==> src/hrf_pkg.sv <==
// Shared types, constants and character tables for the HTTP request framer.
// No dependencies; every other file in src refers to this package by scoped name.
package hrf_pkg;

  // Request buffer size in bytes and the count width that holds it
  localparam int BUF_BYTES = 16384;
  localparam int CNT_W     = $clog2(BUF_BYTES + 1);

  // Fixed widths of the result fields
  localparam int FIELD_W   = 15;
  localparam int LEN_W     = 15;
  localparam int LEN_MUL_W = LEN_W + 4;
  localparam logic [LEN_W-1:0] LEN_MAX = {LEN_W{1'b1}};

  // Byte queue between front and back
  localparam int QDEPTH = 4;
  localparam int QPTR_W = $clog2(QDEPTH);
  localparam int QCNT_W = $clog2(QDEPTH + 1);

  // Matcher constants
  localparam logic [3:0] KEY_LEN   = 4'd15;
  localparam logic [3:0] PATH_LEN  = 4'd6;
  localparam logic [3:0] PATH_FAIL = 4'd15;
  localparam logic [7:0] CASE_FOLD = 8'd32;

  localparam logic [7:0] CH_CR    = 8'h0D;
  localparam logic [7:0] CH_LF    = 8'h0A;
  localparam logic [7:0] CH_SPACE = 8'h20;
  localparam logic [7:0] CH_TAB   = 8'h09;
  localparam logic [7:0] CH_ZERO  = 8'h30;
  localparam logic [7:0] CH_NINE  = 8'h39;
  localparam logic [7:0] CH_UP_A  = 8'h41;
  localparam logic [7:0] CH_UP_Z  = 8'h5A;
  localparam logic [7:0] CH_UP_P  = 8'h50;
  localparam logic [7:0] CH_UP_G  = 8'h47;
  localparam logic [7:0] CH_LO_C  = 8'h63;

  typedef enum logic [1:0] {
    KIND_READY     = 2'd0,
    KIND_SCORE     = 2'd1,
    KIND_NOT_FOUND = 2'd2,
    KIND_OVERSIZE  = 2'd3
  } kind_t;

  // Input word
  typedef struct packed {
    logic [7:0] data_byte;
    logic       new_connection;
  } in_t;

  // Result word
  typedef struct packed {
    kind_t              request_kind;
    logic [FIELD_W-1:0] total_length;
    logic [FIELD_W-1:0] body_offset;
    logic [FIELD_W-1:0] body_length;
  } out_t;

  // Classified byte, as queued between front and back
  typedef struct packed {
    logic [7:0] data_byte;
    logic [7:0] low;
    logic [3:0] digit;
    logic       is_digit;
    logic       is_space;
    logic       is_tab;
    logic       is_cr;
    logic       is_lf;
    logic       is_p;
    logic       is_g;
    logic       low_is_c;
    logic       new_connection;
  } class_t;

  // "content-length:" one character per index
  function automatic logic [7:0] key_char(input logic [3:0] idx);
    logic [7:0] c;
    unique case (idx)
      4'd0:    c = 8'h63; // c
      4'd1:    c = 8'h6F; // o
      4'd2:    c = 8'h6E; // n
      4'd3:    c = 8'h74; // t
      4'd4:    c = 8'h65; // e
      4'd5:    c = 8'h6E; // n
      4'd6:    c = 8'h74; // t
      4'd7:    c = 8'h2D; // -
      4'd8:    c = 8'h6C; // l
      4'd9:    c = 8'h65; // e
      4'd10:   c = 8'h6E; // n
      4'd11:   c = 8'h67; // g
      4'd12:   c = 8'h74; // t
      4'd13:   c = 8'h68; // h
      4'd14:   c = 8'h3A; // :
      default: c = 8'h00;
    endcase
    return c;
  endfunction

  // "/ready"
  function automatic logic [7:0] path_char(input logic [2:0] idx);
    logic [7:0] c;
    unique case (idx)
      3'd0:    c = 8'h2F; // /
      3'd1:    c = 8'h72; // r
      3'd2:    c = 8'h65; // e
      3'd3:    c = 8'h61; // a
      3'd4:    c = 8'h64; // d
      3'd5:    c = 8'h79; // y
      default: c = 8'h00;
    endcase
    return c;
  endfunction

endpackage

==> src/hrf_front.sv <==
// Front end: classifies each incoming byte (case fold, digit, blanks, CR/LF, method letters).
// Depends on hrf_pkg.
module hrf_front (
  input  hrf_pkg::in_t    item,
  output hrf_pkg::class_t cls
);

  logic [7:0] b;
  logic       upper;

  assign b     = item.data_byte;
  assign upper = (b >= hrf_pkg::CH_UP_A) && (b <= hrf_pkg::CH_UP_Z);

  always_comb begin
    cls.data_byte      = b;
    cls.low            = upper ? (b + hrf_pkg::CASE_FOLD) : b;
    cls.is_digit       = (b >= hrf_pkg::CH_ZERO) && (b <= hrf_pkg::CH_NINE);
    cls.digit          = 4'(b - hrf_pkg::CH_ZERO);
    cls.is_space       = (b == hrf_pkg::CH_SPACE);
    cls.is_tab         = (b == hrf_pkg::CH_TAB);
    cls.is_cr          = (b == hrf_pkg::CH_CR);
    cls.is_lf          = (b == hrf_pkg::CH_LF);
    cls.is_p           = (b == hrf_pkg::CH_UP_P);
    cls.is_g           = (b == hrf_pkg::CH_UP_G);
    cls.low_is_c       = (cls.low == hrf_pkg::CH_LO_C);
    cls.new_connection = item.new_connection;
  end

endmodule

==> src/hrf_fifo.sv <==
// Short queue of classified bytes between front and back.
// Depends on hrf_pkg.
module hrf_fifo (
  input  logic            clk,
  input  logic            rst,
  input  logic            wr,
  input  hrf_pkg::class_t wdata,
  output logic            full,
  input  logic            rd,
  output hrf_pkg::class_t rdata,
  output logic            empty
);

  hrf_pkg::class_t             q [hrf_pkg::QDEPTH];
  logic [hrf_pkg::QPTR_W-1:0]  wr_ptr;
  logic [hrf_pkg::QPTR_W-1:0]  rd_ptr;
  logic [hrf_pkg::QCNT_W-1:0]  count;

  assign full  = (count == hrf_pkg::QCNT_W'(hrf_pkg::QDEPTH));
  assign empty = (count == '0);
  assign rdata = q[rd_ptr];

  always_ff @(posedge clk) begin
    if (wr) begin
      q[wr_ptr] <= wdata;
    end
  end

  always_ff @(posedge clk) begin
    if (rst) begin
      wr_ptr <= '0;
      rd_ptr <= '0;
      count  <= '0;
    end else begin
      if (wr) begin
        wr_ptr <= wr_ptr + 1'b1;
      end
      if (rd) begin
        rd_ptr <= rd_ptr + 1'b1;
      end
      unique case ({wr, rd})
        2'b10:   count <= count + 1'b1;
        2'b01:   count <= count - 1'b1;
        default: count <= count;
      endcase
    end
  end

endmodule

==> src/hrf_back.sv <==
// Back end: request parser (terminator, method, path, content-length) and result buffer.
// Depends on hrf_pkg.
module hrf_back (
  input  logic            clk,
  input  logic            rst,
  input  hrf_pkg::class_t item,
  input  logic            item_valid,
  output logic            item_take,
  input  logic            pop,
  output logic            empty,
  output hrf_pkg::out_t   result
);

  typedef enum logic [1:0] {
    PH_HEADER = 2'd0,
    PH_BODY   = 2'd1,
    PH_DROP   = 2'd2
  } phase_t;

  typedef enum logic [1:0] {
    MC_OTHER = 2'd0,
    MC_POST  = 2'd1,
    MC_GET   = 2'd2
  } method_t;

  typedef enum logic [1:0] {
    VP_KEY    = 2'd0,
    VP_BLANK  = 2'd1,
    VP_DIGITS = 2'd2,
    VP_DONE   = 2'd3
  } vphase_t;

  // parser state
  logic [hrf_pkg::CNT_W-1:0] byte_count, byte_count_next;
  phase_t                    phase, phase_next;
  logic [1:0]                terminator_match, terminator_match_next;
  method_t                   method_class, method_class_next;
  logic [1:0]                space_count, space_count_next;
  logic [3:0]                path_match, path_match_next;
  logic [3:0]                key_match, key_match_next;
  vphase_t                   value_phase, value_phase_next;
  logic [hrf_pkg::LEN_W-1:0] length_value, length_value_next;
  logic [hrf_pkg::CNT_W-1:0] header_length, header_length_next;
  logic [hrf_pkg::LEN_W-1:0] body_remaining, body_remaining_next;

  logic [hrf_pkg::CNT_W-1:0]     cnt1;
  logic [2:0]                    term_new;
  logic [hrf_pkg::LEN_MUL_W-1:0] mul_val;
  logic                          emit;
  logic                          clr_req;
  hrf_pkg::out_t                 res;

  // result buffer, two words
  hrf_pkg::out_t ob [2];
  logic          ob_wr;
  logic          ob_rd;
  logic [1:0]    ob_cnt;
  logic          ob_push;
  logic          ob_pop;

  assign item_take = item_valid && (ob_cnt != 2'd2);
  assign ob_push   = item_take && emit;
  assign ob_pop    = pop && (ob_cnt != 2'd0);
  assign empty     = (ob_cnt == 2'd0);
  assign result    = ob[ob_rd];

  // times ten plus digit, widened to catch saturation
  assign mul_val = hrf_pkg::LEN_MUL_W'({length_value, 3'b000})
                 + hrf_pkg::LEN_MUL_W'({length_value, 1'b0})
                 + hrf_pkg::LEN_MUL_W'(item.digit);

  always_comb begin
    byte_count_next       = byte_count;
    phase_next            = phase;
    terminator_match_next = terminator_match;
    method_class_next     = method_class;
    space_count_next      = space_count;
    path_match_next       = path_match;
    key_match_next        = key_match;
    value_phase_next      = value_phase;
    length_value_next     = length_value;
    header_length_next    = header_length;
    body_remaining_next   = body_remaining;
    cnt1                  = byte_count + 1'b1;
    term_new              = 3'd0;
    emit                  = 1'b0;
    clr_req               = 1'b0;
    res                   = '0;

    if (item.new_connection) begin
      byte_count_next       = '0;
      phase_next            = PH_HEADER;
      terminator_match_next = '0;
      method_class_next     = MC_OTHER;
      space_count_next      = '0;
      path_match_next       = '0;
      key_match_next        = '0;
      value_phase_next      = VP_KEY;
      length_value_next     = '0;
      header_length_next    = '0;
      body_remaining_next   = '0;
    end

    cnt1 = byte_count_next + 1'b1;

    unique case (phase_next)
      PH_HEADER: begin
        byte_count_next = cnt1;
        if (cnt1 == hrf_pkg::CNT_W'(1)) begin
          method_class_next = item.is_p ? MC_POST : (item.is_g ? MC_GET : MC_OTHER);
        end

        // path between first and second space
        if (space_count_next == 2'd0) begin
          if (item.is_space) space_count_next = 2'd1;
        end else if (space_count_next == 2'd1) begin
          if (item.is_space) begin
            space_count_next = 2'd2;
          end else if (path_match_next < hrf_pkg::PATH_LEN &&
                       item.data_byte == hrf_pkg::path_char(path_match_next[2:0])) begin
            path_match_next = path_match_next + 1'b1;
          end else begin
            path_match_next = hrf_pkg::PATH_FAIL;
          end
        end

        // key and value
        unique case (value_phase_next)
          VP_KEY: begin
            if (key_match_next < hrf_pkg::KEY_LEN &&
                item.low == hrf_pkg::key_char(key_match_next)) begin
              key_match_next = key_match_next + 1'b1;
              if (key_match_next == hrf_pkg::KEY_LEN) value_phase_next = VP_BLANK;
            end else begin
              key_match_next = {3'b000, item.low_is_c};
            end
          end
          VP_BLANK: begin
            if (item.is_digit) begin
              length_value_next = hrf_pkg::LEN_W'(item.digit);
              value_phase_next  = VP_DIGITS;
            end else if (!item.is_space && !item.is_tab) begin
              value_phase_next = VP_DONE;
            end
          end
          VP_DIGITS: begin
            if (item.is_digit) begin
              length_value_next = (mul_val > hrf_pkg::LEN_MUL_W'(hrf_pkg::LEN_MAX))
                                ? hrf_pkg::LEN_MAX : mul_val[hrf_pkg::LEN_W-1:0];
            end else begin
              value_phase_next = VP_DONE;
            end
          end
          default: ;
        endcase

        // CR LF CR LF
        if ((terminator_match_next == 2'd0 || terminator_match_next == 2'd2) && item.is_cr) begin
          term_new = {1'b0, terminator_match_next} + 1'b1;
        end else if ((terminator_match_next == 2'd1 || terminator_match_next == 2'd3) &&
                     item.is_lf) begin
          term_new = {1'b0, terminator_match_next} + 1'b1;
        end else begin
          term_new = {2'b00, item.is_cr};
        end
        terminator_match_next = term_new[1:0];

        if (term_new == 3'd4) begin
          header_length_next = cnt1;
          if (method_class_next == MC_POST) begin
            if (length_value_next == '0) begin
              emit                 = 1'b1;
              clr_req              = 1'b1;
              res.request_kind     = hrf_pkg::KIND_SCORE;
              res.total_length     = hrf_pkg::FIELD_W'(cnt1);
              res.body_offset      = hrf_pkg::FIELD_W'(cnt1);
              res.body_length      = '0;
            end else begin
              body_remaining_next = length_value_next;
              phase_next          = PH_BODY;
            end
          end else begin
            emit             = 1'b1;
            clr_req          = 1'b1;
            res.request_kind = (method_class_next == MC_GET && space_count_next == 2'd2 &&
                                path_match_next == hrf_pkg::PATH_LEN)
                             ? hrf_pkg::KIND_READY : hrf_pkg::KIND_NOT_FOUND;
            res.total_length = hrf_pkg::FIELD_W'(cnt1);
          end
        end
      end
      PH_BODY: begin
        byte_count_next = cnt1;
        if (body_remaining_next != '0) begin
          body_remaining_next = body_remaining_next - 1'b1;
        end
        if (body_remaining_next == '0) begin
          emit             = 1'b1;
          clr_req          = 1'b1;
          phase_next       = PH_HEADER;
          res.request_kind = hrf_pkg::KIND_SCORE;
          res.total_length = hrf_pkg::FIELD_W'(cnt1);
          res.body_offset  = hrf_pkg::FIELD_W'(header_length_next);
          res.body_length  = hrf_pkg::FIELD_W'(length_value_next);
        end
      end
      default: ; // dropping: no count, no result
    endcase

    // buffer limit reached without a complete request
    if ((phase_next == PH_HEADER || phase_next == PH_BODY) && !emit &&
        cnt1 >= hrf_pkg::CNT_W'(hrf_pkg::BUF_BYTES) &&
        (phase == PH_HEADER || phase == PH_BODY || item.new_connection)) begin
      emit             = 1'b1;
      clr_req          = 1'b1;
      phase_next       = PH_DROP;
      res.request_kind = hrf_pkg::KIND_OVERSIZE;
      res.total_length = hrf_pkg::FIELD_W'(hrf_pkg::BUF_BYTES);
    end

    if (clr_req) begin
      byte_count_next       = '0;
      terminator_match_next = '0;
      method_class_next     = MC_OTHER;
      space_count_next      = '0;
      path_match_next       = '0;
      key_match_next        = '0;
      value_phase_next      = VP_KEY;
      length_value_next     = '0;
      header_length_next    = '0;
      body_remaining_next   = '0;
    end
  end

  always_ff @(posedge clk) begin
    if (rst) begin
      byte_count       <= '0;
      phase            <= PH_HEADER;
      terminator_match <= '0;
      method_class     <= MC_OTHER;
      space_count      <= '0;
      path_match       <= '0;
      key_match        <= '0;
      value_phase      <= VP_KEY;
      length_value     <= '0;
      header_length    <= '0;
      body_remaining   <= '0;
    end else if (item_take) begin
      byte_count       <= byte_count_next;
      phase            <= phase_next;
      terminator_match <= terminator_match_next;
      method_class     <= method_class_next;
      space_count      <= space_count_next;
      path_match       <= path_match_next;
      key_match        <= key_match_next;
      value_phase      <= value_phase_next;
      length_value     <= length_value_next;
      header_length    <= header_length_next;
      body_remaining   <= body_remaining_next;
    end
  end

  always_ff @(posedge clk) begin
    if (ob_push) begin
      ob[ob_wr] <= res;
    end
  end

  always_ff @(posedge clk) begin
    if (rst) begin
      ob_wr  <= 1'b0;
      ob_rd  <= 1'b0;
      ob_cnt <= 2'd0;
    end else begin
      if (ob_push) ob_wr <= ~ob_wr;
      if (ob_pop)  ob_rd <= ~ob_rd;
      unique case ({ob_push, ob_pop})
        2'b10:   ob_cnt <= ob_cnt + 1'b1;
        2'b01:   ob_cnt <= ob_cnt - 1'b1;
        default: ob_cnt <= ob_cnt;
      endcase
    end
  end

endmodule

==> src/http_request_framer.sv <==
// Throughput: one byte word per cycle; the back end steps the parser once per byte and
//   stalls only while its two-word result buffer is full.
// Path: a byte's result reaches the result ports through the byte queue, then the result
//   buffer, both registered; a full result buffer holds it back while it stays full.
// Reset: rst is synchronous, active high; empties both queues, parser back to header phase.
// Depends on hrf_pkg, hrf_front, hrf_fifo, hrf_back.
module http_request_framer (
  input  logic          clk,
  input  logic          rst,
  input  logic          push,
  output logic          full,
  input  hrf_pkg::in_t  item,
  output logic          empty,
  input  logic          pop,
  output hrf_pkg::out_t result
);

  // Front end: classify the byte as it arrives, so the back end sees flags, not raw compares
  hrf_pkg::class_t cls;
  hrf_pkg::class_t q_word;
  logic            q_empty;
  logic            q_take;

  hrf_front u_front (
    .item (item),
    .cls  (cls)
  );

  // Four-word queue decouples the input from a stalled result side
  hrf_fifo u_fifo (
    .clk   (clk),
    .rst   (rst),
    .wr    (push && !full),
    .wdata (cls),
    .full  (full),
    .rd    (q_take),
    .rdata (q_word),
    .empty (q_empty)
  );

  // Back end: parser state and result buffer; it takes a word whenever the buffer has room,
  // so a byte flows through every cycle while the consumer pops at the same rate
  hrf_back u_back (
    .clk        (clk),
    .rst        (rst),
    .item       (q_word),
    .item_valid (!q_empty),
    .item_take  (q_take),
    .pop        (pop),
    .empty      (empty),
    .result     (result)
  );

endmodule

==> config.mk <==
export PLATFORM = sky130hd
export DESIGN_NAME = http_request_framer
export DESIGN_NICKNAME = d
export VERILOG_FILES = /design/src/hrf_pkg.sv /design/src/hrf_front.sv /design/src/hrf_fifo.sv /design/src/hrf_back.sv /design/src/http_request_framer.sv
export SDC_FILE = /design/constraint.sdc
export NUM_CORES = 1
export LEC_CHECK = 0
export BUFFER_PORTS_ARGS = -buffer_cell sky130_fd_sc_hd__buf_2
export CAP_MARGIN = 20
export CORE_ASPECT_RATIO = 0.5
export CORE_MARGIN = 4
export CORE_UTILIZATION = 43
export CTS_CLUSTER_DIAMETER = 200
export DETAILED_ROUTE_END_ITERATION = 6
export GPL_TIMING_DRIVEN = 0
export SYNTH_ARGS = -nofsm -noshare
export SYNTH_HDL_FRONTEND = slang
export SYNTH_SLANG_ARGS = --single-unit
==> constraint.sdc <==
create_clock -name clk -period 16.13 [get_ports clk]
set_input_delay 1.613 -clock clk [delete_from_list [all_inputs] [get_ports clk]]
set_output_delay 1.613 -clock clk [all_outputs]
set_load 0.02 [all_outputs]
Word level (Yosys, flattened, before mapping)
Memory sizes are Yosys's and may differ from the RTL's. A register that Yosys moved wholly into a read port is not among the register bits.
Index checks and enable logic that the tools add are counted.
W data, S select, Z words.
Operators by class
  $add $sub $neg: 15
  multipliers: 0
  div/mod/pow operators: 0
  magnitude comparators: 8
  equal/unequal tests: 36
  shift-type cells: 0
  muxes and demuxes: 105
  bitwise operators: 2
  reduce and logical (&&, ||, !) cells: 42
Operator list (count)
  $mux W15: 21
  $pmux W47 S2: 1
  $mux W46: 2
  $mux W2: 35
  $pmux W15 S2: 2
  $mux W8: 7
  $mux W4: 13
  $mux W47: 1
  $pmux W7 S6: 1
  $mux W17: 2
  $logic_not A15 Y1: 2
  $mux W30: 1
  $eq A8 B4 Y1 const B: 3
  $eq A8 B7 Y1 const B: 3
  $add A18 B16 Y19: 1
  $add A19 B4 Y19: 1
  $gt A19 B15 Y1 const B: 1
  $eq A2 B1 Y1 const B: 9
  $eq A8 B8 Y1: 2
  $logic_and A1 B1 Y1: 16
  $add A15 B1 Y15 const B: 1
  $eq A15 B1 Y1 const B: 1
  $ge A15 B15 Y1 const B: 1
  $reduce_bool A15 Y1: 1
  36 further kinds: 80
Storage, ports and cells
  flip-flop bits (word level): 89
  bits in latches: 0
  RAM bits: 210
  ROM bits: 112
  input port bits: 13
  output and inout bits: 49
  logic and storage cells: 228
  memories: 3
Memories
  u_fifo.q: depth 4, bits a word 29, rd ports 1, clocked after memory_dff 1, write ports 1, RTL line hrf_fifo.sv:14  | hrf_pkg::class_t q [hrf_pkg::QDEPTH];
  (name not given): depth 16, bits a word 7, rd ports 1, clocked after memory_dff 0, write ports 0, RTL line hrf_pkg.sv:78  | unique case (idx)
  u_back.ob: depth 2, bits a word 47, rd ports 1, clocked after memory_dff 1, write ports 1, RTL line hrf_back.sv:54  | hrf_pkg::out_t ob [2];

Logic depth before layout (Yosys ltp)
Gate-level depths: netlist (run 1).
  word-level depth: 21
  gate-level depth with buffers: 27
  depth with buffers taken out: 19

By module
From an unflattened synthesis (run 1), not the netlist that was laid out.
Second synthesis, totals
  cell total of the unflattened synthesis: 1456
  area, all modules: 16030.4 µm²
By module, submodules not included
  hrf_back: times used 1, cells an instance 1205, area each 11025.6 µm²
  hrf_fifo: times used 1, cells an instance 198, area each 4626.9 µm²
  hrf_front: times used 1, cells an instance 51, area each 360.3 µm²
  http_request_framer: times used 1, cells an instance 2, area each 17.5 µm²

Least setup slack after synthesis (run 1)
No wires, ideal clock.
  path type: register to register
  start: register (tool-made name)
  end: memory u_back.ob[0][0] (netlist name) (enable)
  library setup time: 0.452 ns
  data arrival time: 6.955 ns
  required time: 15.678 ns
  slack: 8.723 ns
  cell stages (with the launch flop): 24
  buffers on the path: 7
  period minus slack after synthesis: 7.407 ns
  cell sequence: dfxtp_1 > buf_2 > mux2i_1 > mux2_2 > clkbuf_1 > buf_2 > buf_2 > buf_2 > buf_1 > clkbuf_1 > nand2_1 > inv_1 > ha_1 > nand3_1 > o31ai_1 > a21oi_1 > or4_1 > nor4_4 > mux2i_1 > and2_4 > nor2_4 > o31ai_4 > o21ai_4 > nor2_1
RTL lines (RTL line)
  end, declared: hrf_back.sv:54

==> results of run 1 <==
==> worst reg2reg max path: stages, from the launching register on <==
cell      delay (ns)
dfxtp_1         0.34
buf_4           0.18
mux4_2          0.59
buf_1           0.68
clkbuf_1        0.74
clkbuf_1        0.51
buf_1           0.62
buf_1           0.61
nor2b_1         0.15
ha_1            0.31
nand3_1         0.24
or4_1           0.16
a21oi_1         0.19
or4_1           0.64
nor4_4          0.46
mux2i_1         0.64
and2_4          0.28
nor2_4          0.04
a21boi_2        0.27
nand2b_1        0.35
and3_2          0.48
buf_12          0.28
==> state kept, by name, summed over array words and instances (netlist names), 3 cells and up, named ones only <==
register               flops
u_back.body_remaining     15
u_back.byte_count         15
u_back.header_length      15
u_back.key_match           4
u_back.length_value       15
u_back.ob                 94
u_back.path_match          4
u_fifo.count               3
u_fifo.q                  80
==> metrics by stage <==
step | instance area, sq um | utilization [%] | power [mW] | cells | hold slack, ns
2_1_floorplan | 14900 | - | 1.42 | 1447 | 0.431
3_3_place_gp | 15700 | 46.9 | 1.70 | 1972 | 0.443
3_5_place_dp | 15800 | 47.0 | 1.71 | 1975 | 0.445
4_1_cts | 16700 | 49.7 | 2.36 | 2019 | 0.453
5_1_grt | 16700 | 49.7 | 2.48 | 2019 | 0.475
6_report | 16700 | 49.7 | 2.36 | 2019 | 0.451
==> per-layer routing <==
metal  track usage [%]  vias to the layer above
li1                  -                     5591
met1              34.6                     5935
met3              4.45                       62
met4              3.98                        2
met5                 0                        -
met2              35.5                      464
==> power groups by stage <==
| stage | combinational (mW) | sequential (mW) | clock [mW] |
|---|---|---|---|
| 2_1_floorplan | 0.611 | 0.808 | 0 |
| 3_3_place_gp | 0.876 | 0.825 | 0 |
| 3_5_place_dp | 0.883 | 0.827 | 0 |
| 4_1_cts | 0.888 | 0.812 | 0.656 |
| 5_1_grt | 0.975 | 0.818 | 0.685 |
| 6_report | 0.904 | 0.813 | 0.644 |
==> cells in the final DEF (no fill, tap or decap), drive strengths merged, types with 16 or more instances in the layout <==
cell type,n
xnor2,23
a21oi,113
a22oi,25
nand4,17
nor4,16
nand2,143
mux2,52
xor2,17
ha,59
nand3,36
dfxtp,92
o21ai,70
and2,34
inv,51
clkbuf,87
nor2,133
buf,91
edfxtp,174
nor3,29
mux4,20
==> path summary, 6_finish.rpt <==
| path | endpoint | depth (start not counted) | start |
|---|---|---|---|
| hold / removal | u_back.value_phase[0] | 2 | u_back.value_phase[0] |
| setup / recovery | u_back.ob[1][16] | 21 | flop |
| setup reg to reg | u_back.ob[1][16] | 21 | flop |
| hold reg to reg | u_back.value_phase[0] | 2 | u_back.value_phase[0] |
==> layout make-up <==
cell class	instances	area (sq um)
Tap cell	465	582
Clock inverter	15	218
Buffer	86	377
Sequential cell	266	7070
Timing Repair Buffer	63	345
Multi-Input combinational cell	1045	7230
Inverter	50	188
Clock buffer	29	672
Fill cell	3096	16900
==> kinds of logic after synthesis <==
logic type | share of synthesized area [%]
compound gates | 16.2
flops | 47.6
xor+xnor | 2.36
simple gates | 16.7
buf+inv | 3.80
mux | 7.99
fa+ha+maj | 5.37
==> results.py, run 1 <==
metrics = {
    "cts": {
        "cts_resized": 0,
        "h-tree-depth": 1,
        "ctsHoldBuffers": 0,
        "clkTransAtPathRegs_ns": 0.06,
        "clk-insertion-delay-late_ns": 0.53,
        "clock_path_buffers": 3,
        "clock_sinks": 266,
        "cts_buffers": 25,
        "cts_tree": "built",
        "post_cts.repair.setup_buffers": 0,
        "cts-root-buf": "clkbuf_16",
    },
    "worst_setup_path": {
        "start_kind": "flop",
        "crit_family": "buffers and inverters",
        "critical_path.max_fanout": 38,
        "crit_chain": "buf_4, mux4_2, buf_1, clkbuf_1, clkbuf_1, buf_1, buf_1, nor2b_1, ha_1, nand3_1, or4_1, a21oi_1, or4_1, nor4_4, mux2i_1, and2_4, nor2_4, a21boi_2, nand2b_1, and3_2, buf_12",
        "slowest_delay_ns": 0.74,
        "arrival_ns": 9.34,
        "end_kind": "flop",
        "critical_path.most_common_cell": "buf_1",
        "crit_type": "flop to flop",
        "crit_slowest_cell": "clkbuf_1",
        "rrSetupSlack_ns": 7.01,
        "crit_required_ns": 16.34,
        "critPathBufInv": 7,
    },
    "place": {
        "place.port_buffers": 60,
        "dp_hpwl_mm": 33.4,
        "gp_congestion": 0.957,
        "pre_cts_slack_ns": 7.33,
    },
    "layout": {
        "area_delta_synth_final_pct": 12.3,
        "nets": 1612,
        "diodes": 0,
        "drive_gt1_share_pct": 14.4,
    },
    "synth": {
        "synth-main-ff-cell": "edfxtp_1",
        "yosysWarnings": 0,
        "seq_area_frac_synth_pct": 47.6,
        "synth_fp_nets": 1522,
        "synth.most_common_cell": "edfxtp_1",
        "synth_area_leaders": "edfxtp_1, dfxtp_1, ha_1",
        "synth_seq_cells": 266,
        "synth_top_area_share_pct": 35.2,
        "ys_top_cells_by_count": "edfxtp_1, nand2_1, nor2_1",
        "yosys.area.top_type": "edfxtp_1",
        "avgSynthCellArea_sq_um": 10.3,
        "synthCells": 1447,
        "async_flop_share_pct": 0,
        "synth.distinct_cells": 97,
        "syn-cell-area_sq_um": 14900,
        "synth_edf_count": 174,
    },
    "power": {
        "leakage_nw": 5.74,
        "seqPwrFrac_pct": 34.4,
        "sw_frac_of_total_pct": 39.3,
        "vdd_drop_max_mv": 0.0720,
        "clkPwrFrac_pct": 27.3,
        "internal-power_mw": 1.43,
        "power_frac_comb_pct": 38.3,
        "p_per_area_nw_per_um2": 142,
        "power_switching_mw": 0.929,
    },
    "grt": {
        "grt_overflow": 0,
        "groute.usage.overall_pct": 23.2,
        "grt_pass1_wl_mm": 68.6,
        "grt_max_degree": 39,
        "grt_pass1_vias": 11400,
        "antenna_found_initial": 3,
    },
    "floorplanning": {
        "dieArea_sq_um": 37800,
        "io_pins": 62,
        "coreArea_sq_um": 33600,
        "die_h_um": 139,
        "die_w_um": 271,
        "num_rows": 47,
        "initial_core_util_pct": 44.2,
    },
    "detailed_routing": {
        "drtIter0Drc": 1160,
        "wl_met1_mm": 21.3,
        "highest_layer": "met5",
        "detail_route.wl_per_cell_um": 22.2,
        "wl_met2_mm": 19.6,
        "ant_nets": 0,
        "num_vias": 12100,
        "viasPerCell": 5.97,
        "met3_length_mm": 3.32,
        "drcViolationCount": 0,
        "drtPass1Iterations": 6,
        "drt_wl_total_mm": 44.9,
    },
    "sta": {
        "slew_headroom_pct": 27.6,
        "finalSetupViolations": 0,
        "worst_pin_slew_ns": 1.09,
        "tns_ns": 0,
        "fmax_mhz": 110,
        "fin_skew_ns": 0.0130,
        "period_needed_ns": 9.12,
        "rsz0062_at_grt": "no",
        "setup_ws_ns": 7.01,
        "finalCritPeriodShare_pct": 56.6,
        "slew_viol_final": 0,
        "hold_viol_final": 0,
    },
    "flow_run": {
        "cap_violations": 0,
    },
    "min_path": {
        "min_path_type": "flop to flop",
    },
    "run_status": {
        "outcome": "finished, final reports clean",
    },
}
Power figures use the tool's default switching activity.
==> inputs of run 2 (changes only) <==
clock period = 8.67 ns   (was 16.13 ns; I/O delays follow)
==> results.py, run 2 (same netlist as run 1, synthesis figures left out) <==
metrics = {
    "layout": {
        "fin_area_sq_um": 16700,
        "reg_top3": "u_back.ob x94, u_fifo.q x80",
        "final_cells": 2017,
        "nets": 1610,
        "diodes": 0,
        "post-route-util_pct": 49.7,
        "layout_common_cells": "edfxtp_1, nand2_1, nor2_1",
        "top_register": "u_back.ob",
        "largest_reg_flops": 94,
        "final_common_cell": "edfxtp_1",
        "area_delta_synth_final_pct": 12.3,
        "drive_gt1_share_pct": 14.6,
    },
    "min_path": {
        "min_path_type": "flop to flop",
    },
    "cts": {
        "cts_buffers": 25,
        "clock_path_buffers": 3,
        "cts-root-buf": "clkbuf_16",
        "h-tree-depth": 1,
        "ctsHoldBuffers": 0,
        "clkTransAtPathRegs_ns": 0.06,
        "cts_tree": "built",
        "cts_resized": 1,
        "clock_sinks": 266,
        "clk-insertion-delay-late_ns": 0.54,
        "post_cts.repair.setup_buffers": 0,
    },
    "place": {
        "place.port_buffers": 60,
        "dp_hpwl_mm": 33.4,
        "dp_cells": 1975,
        "gp_congestion": 0.957,
        "placed_area_sq_um": 15800,
        "pre_cts_slack_ns": -0.132,
    },
    "detailed_routing": {
        "viasPerCell": 5.99,
        "drtPass1Iterations": 6,
        "num_vias": 12100,
        "drcViolationCount": 0,
        "ant_nets": 0,
        "detail_route.wl_per_cell_um": 22.1,
        "drt_wl_total_mm": 44.6,
        "drtIter0Drc": 1195,
    },
    "power": {
        "p_per_area_nw_per_um2": 263,
        "leakage_nw": 5.75,
        "vdd_drop_max_mv": 0.133,
    },
    "sta": {
        "period_needed_ns": 8.37,
        "fin_skew_ns": 0.0149,
        "slew_headroom_pct": 28.2,
        "rsz0062_at_grt": "no",
        "worst_pin_slew_ns": 1.08,
        "finalSetupViolations": 0,
        "hold_viol_final": 0,
        "finalCritPeriodShare_pct": 96.5,
        "setup_ws_ns": 0.304,
        "slew_viol_final": 0,
        "fmax_mhz": 120,
    },
    "grt": {
        "grt_pass1_vias": 11400,
        "groute.usage.overall_pct": 23.1,
        "grt_pass1_wl_mm": 68.4,
        "antenna_found_initial": 3,
        "grt_max_degree": 39,
        "grt_overflow": 0,
    },
    "worst_setup_path": {
        "critical_path.most_common_cell": "clkbuf_2",
        "crit_required_ns": 8.88,
        "crit_slowest_cell": "buf_1",
        "crit_chain": "buf_4, mux4_2, clkbuf_2, clkbuf_2, clkbuf_1, buf_1, clkbuf_2, nor2b_1, ha_1, nand3_1, or4_1, a21oi_1, or4_1, nor4_4, mux2i_1, and2_4, nor2_4, a21boi_2, nand2b_1, and3_2, buf_12",
        "slowest_delay_ns": 0.63,
        "rrSetupSlack_ns": 0.30,
        "start_kind": "flop",
        "crit_type": "flop to flop",
        "end_kind": "flop",
        "arrival_ns": 8.58,
        "critical_path.max_fanout": 38,
    },
    "floorplanning": {
        "die_w_um": 271,
        "die_h_um": 139,
        "io_pins": 62,
        "initial_core_util_pct": 44.2,
        "coreArea_sq_um": 33600,
        "num_rows": 47,
        "dieArea_sq_um": 37800,
    },
    "run_status": {
        "outcome": "finished, final reports clean",
    },
    "flow_run": {
        "cap_violations": 0,
    },
}
-- run 2: layer usage --
layer  vias to the layer above  wire [um]  track usage (%)
met5                         -          7                0
met3                        63       3300             4.54
met2                       448      19500             35.4
met4                         2        759             4.12
met1                      5977      21100             34.4
li1                       5587          -                -
-- run 2: power by group --
part / internal, mW / leakage (nW) / switching [mW]
Clock: 0.708 / 0.424 / 0.492
Combinational: 0.521 / 3.05 / 1.15
Sequential: 1.44 / 2.27 / 0.0778
Total: 2.66 / 5.75 / 1.72
-- run 2: cell type report --
cell class	instances	area, sq um
Buffer	84	373
Clock buffer	29	672
Clock inverter	15	218
Fill cell	3099	16900
Inverter	50	188
Multi-Input combinational cell	1045	7230
Sequential cell	266	7070
Tap cell	465	582
Timing Repair Buffer	63	345
-- run 2: critical path, delay by kind of cell (launching register included) --
family | cells | cell delay (ns)
multiplexers | 2 | 1.22
flip-flops | 1 | 0.34
buffers and inverters | 7 | 2.85
AO/OA/AOI/OAI | 2 | 0.45
adder cells (fa/ha/maj) | 1 | 0.29
AND/OR/NAND/NOR | 9 | 2.78
-- run 2: worst paths after layout --
kind	start	endpoint	cells past startpoint
worst max-delay path	flop	u_back.ob[1][16]	21
worst min-delay path	u_back.value_phase[0]	u_back.value_phase[0]	2
worst max register to register	flop	u_back.ob[1][16]	21
worst min register to register	u_back.value_phase[0]	u_back.value_phase[0]	2
-- run 2: per-stage QoR --
step           hold WS [ns]  TNS, ns  power [mW]
2_1_floorplan         0.431        0        2.64
5_1_grt               0.475        0        4.60
3_3_place_gp          0.443  -190.49        3.16
3_5_place_dp          0.445    -4.76        3.18
6_report              0.453        0        4.38
4_1_cts               0.453        0        4.38
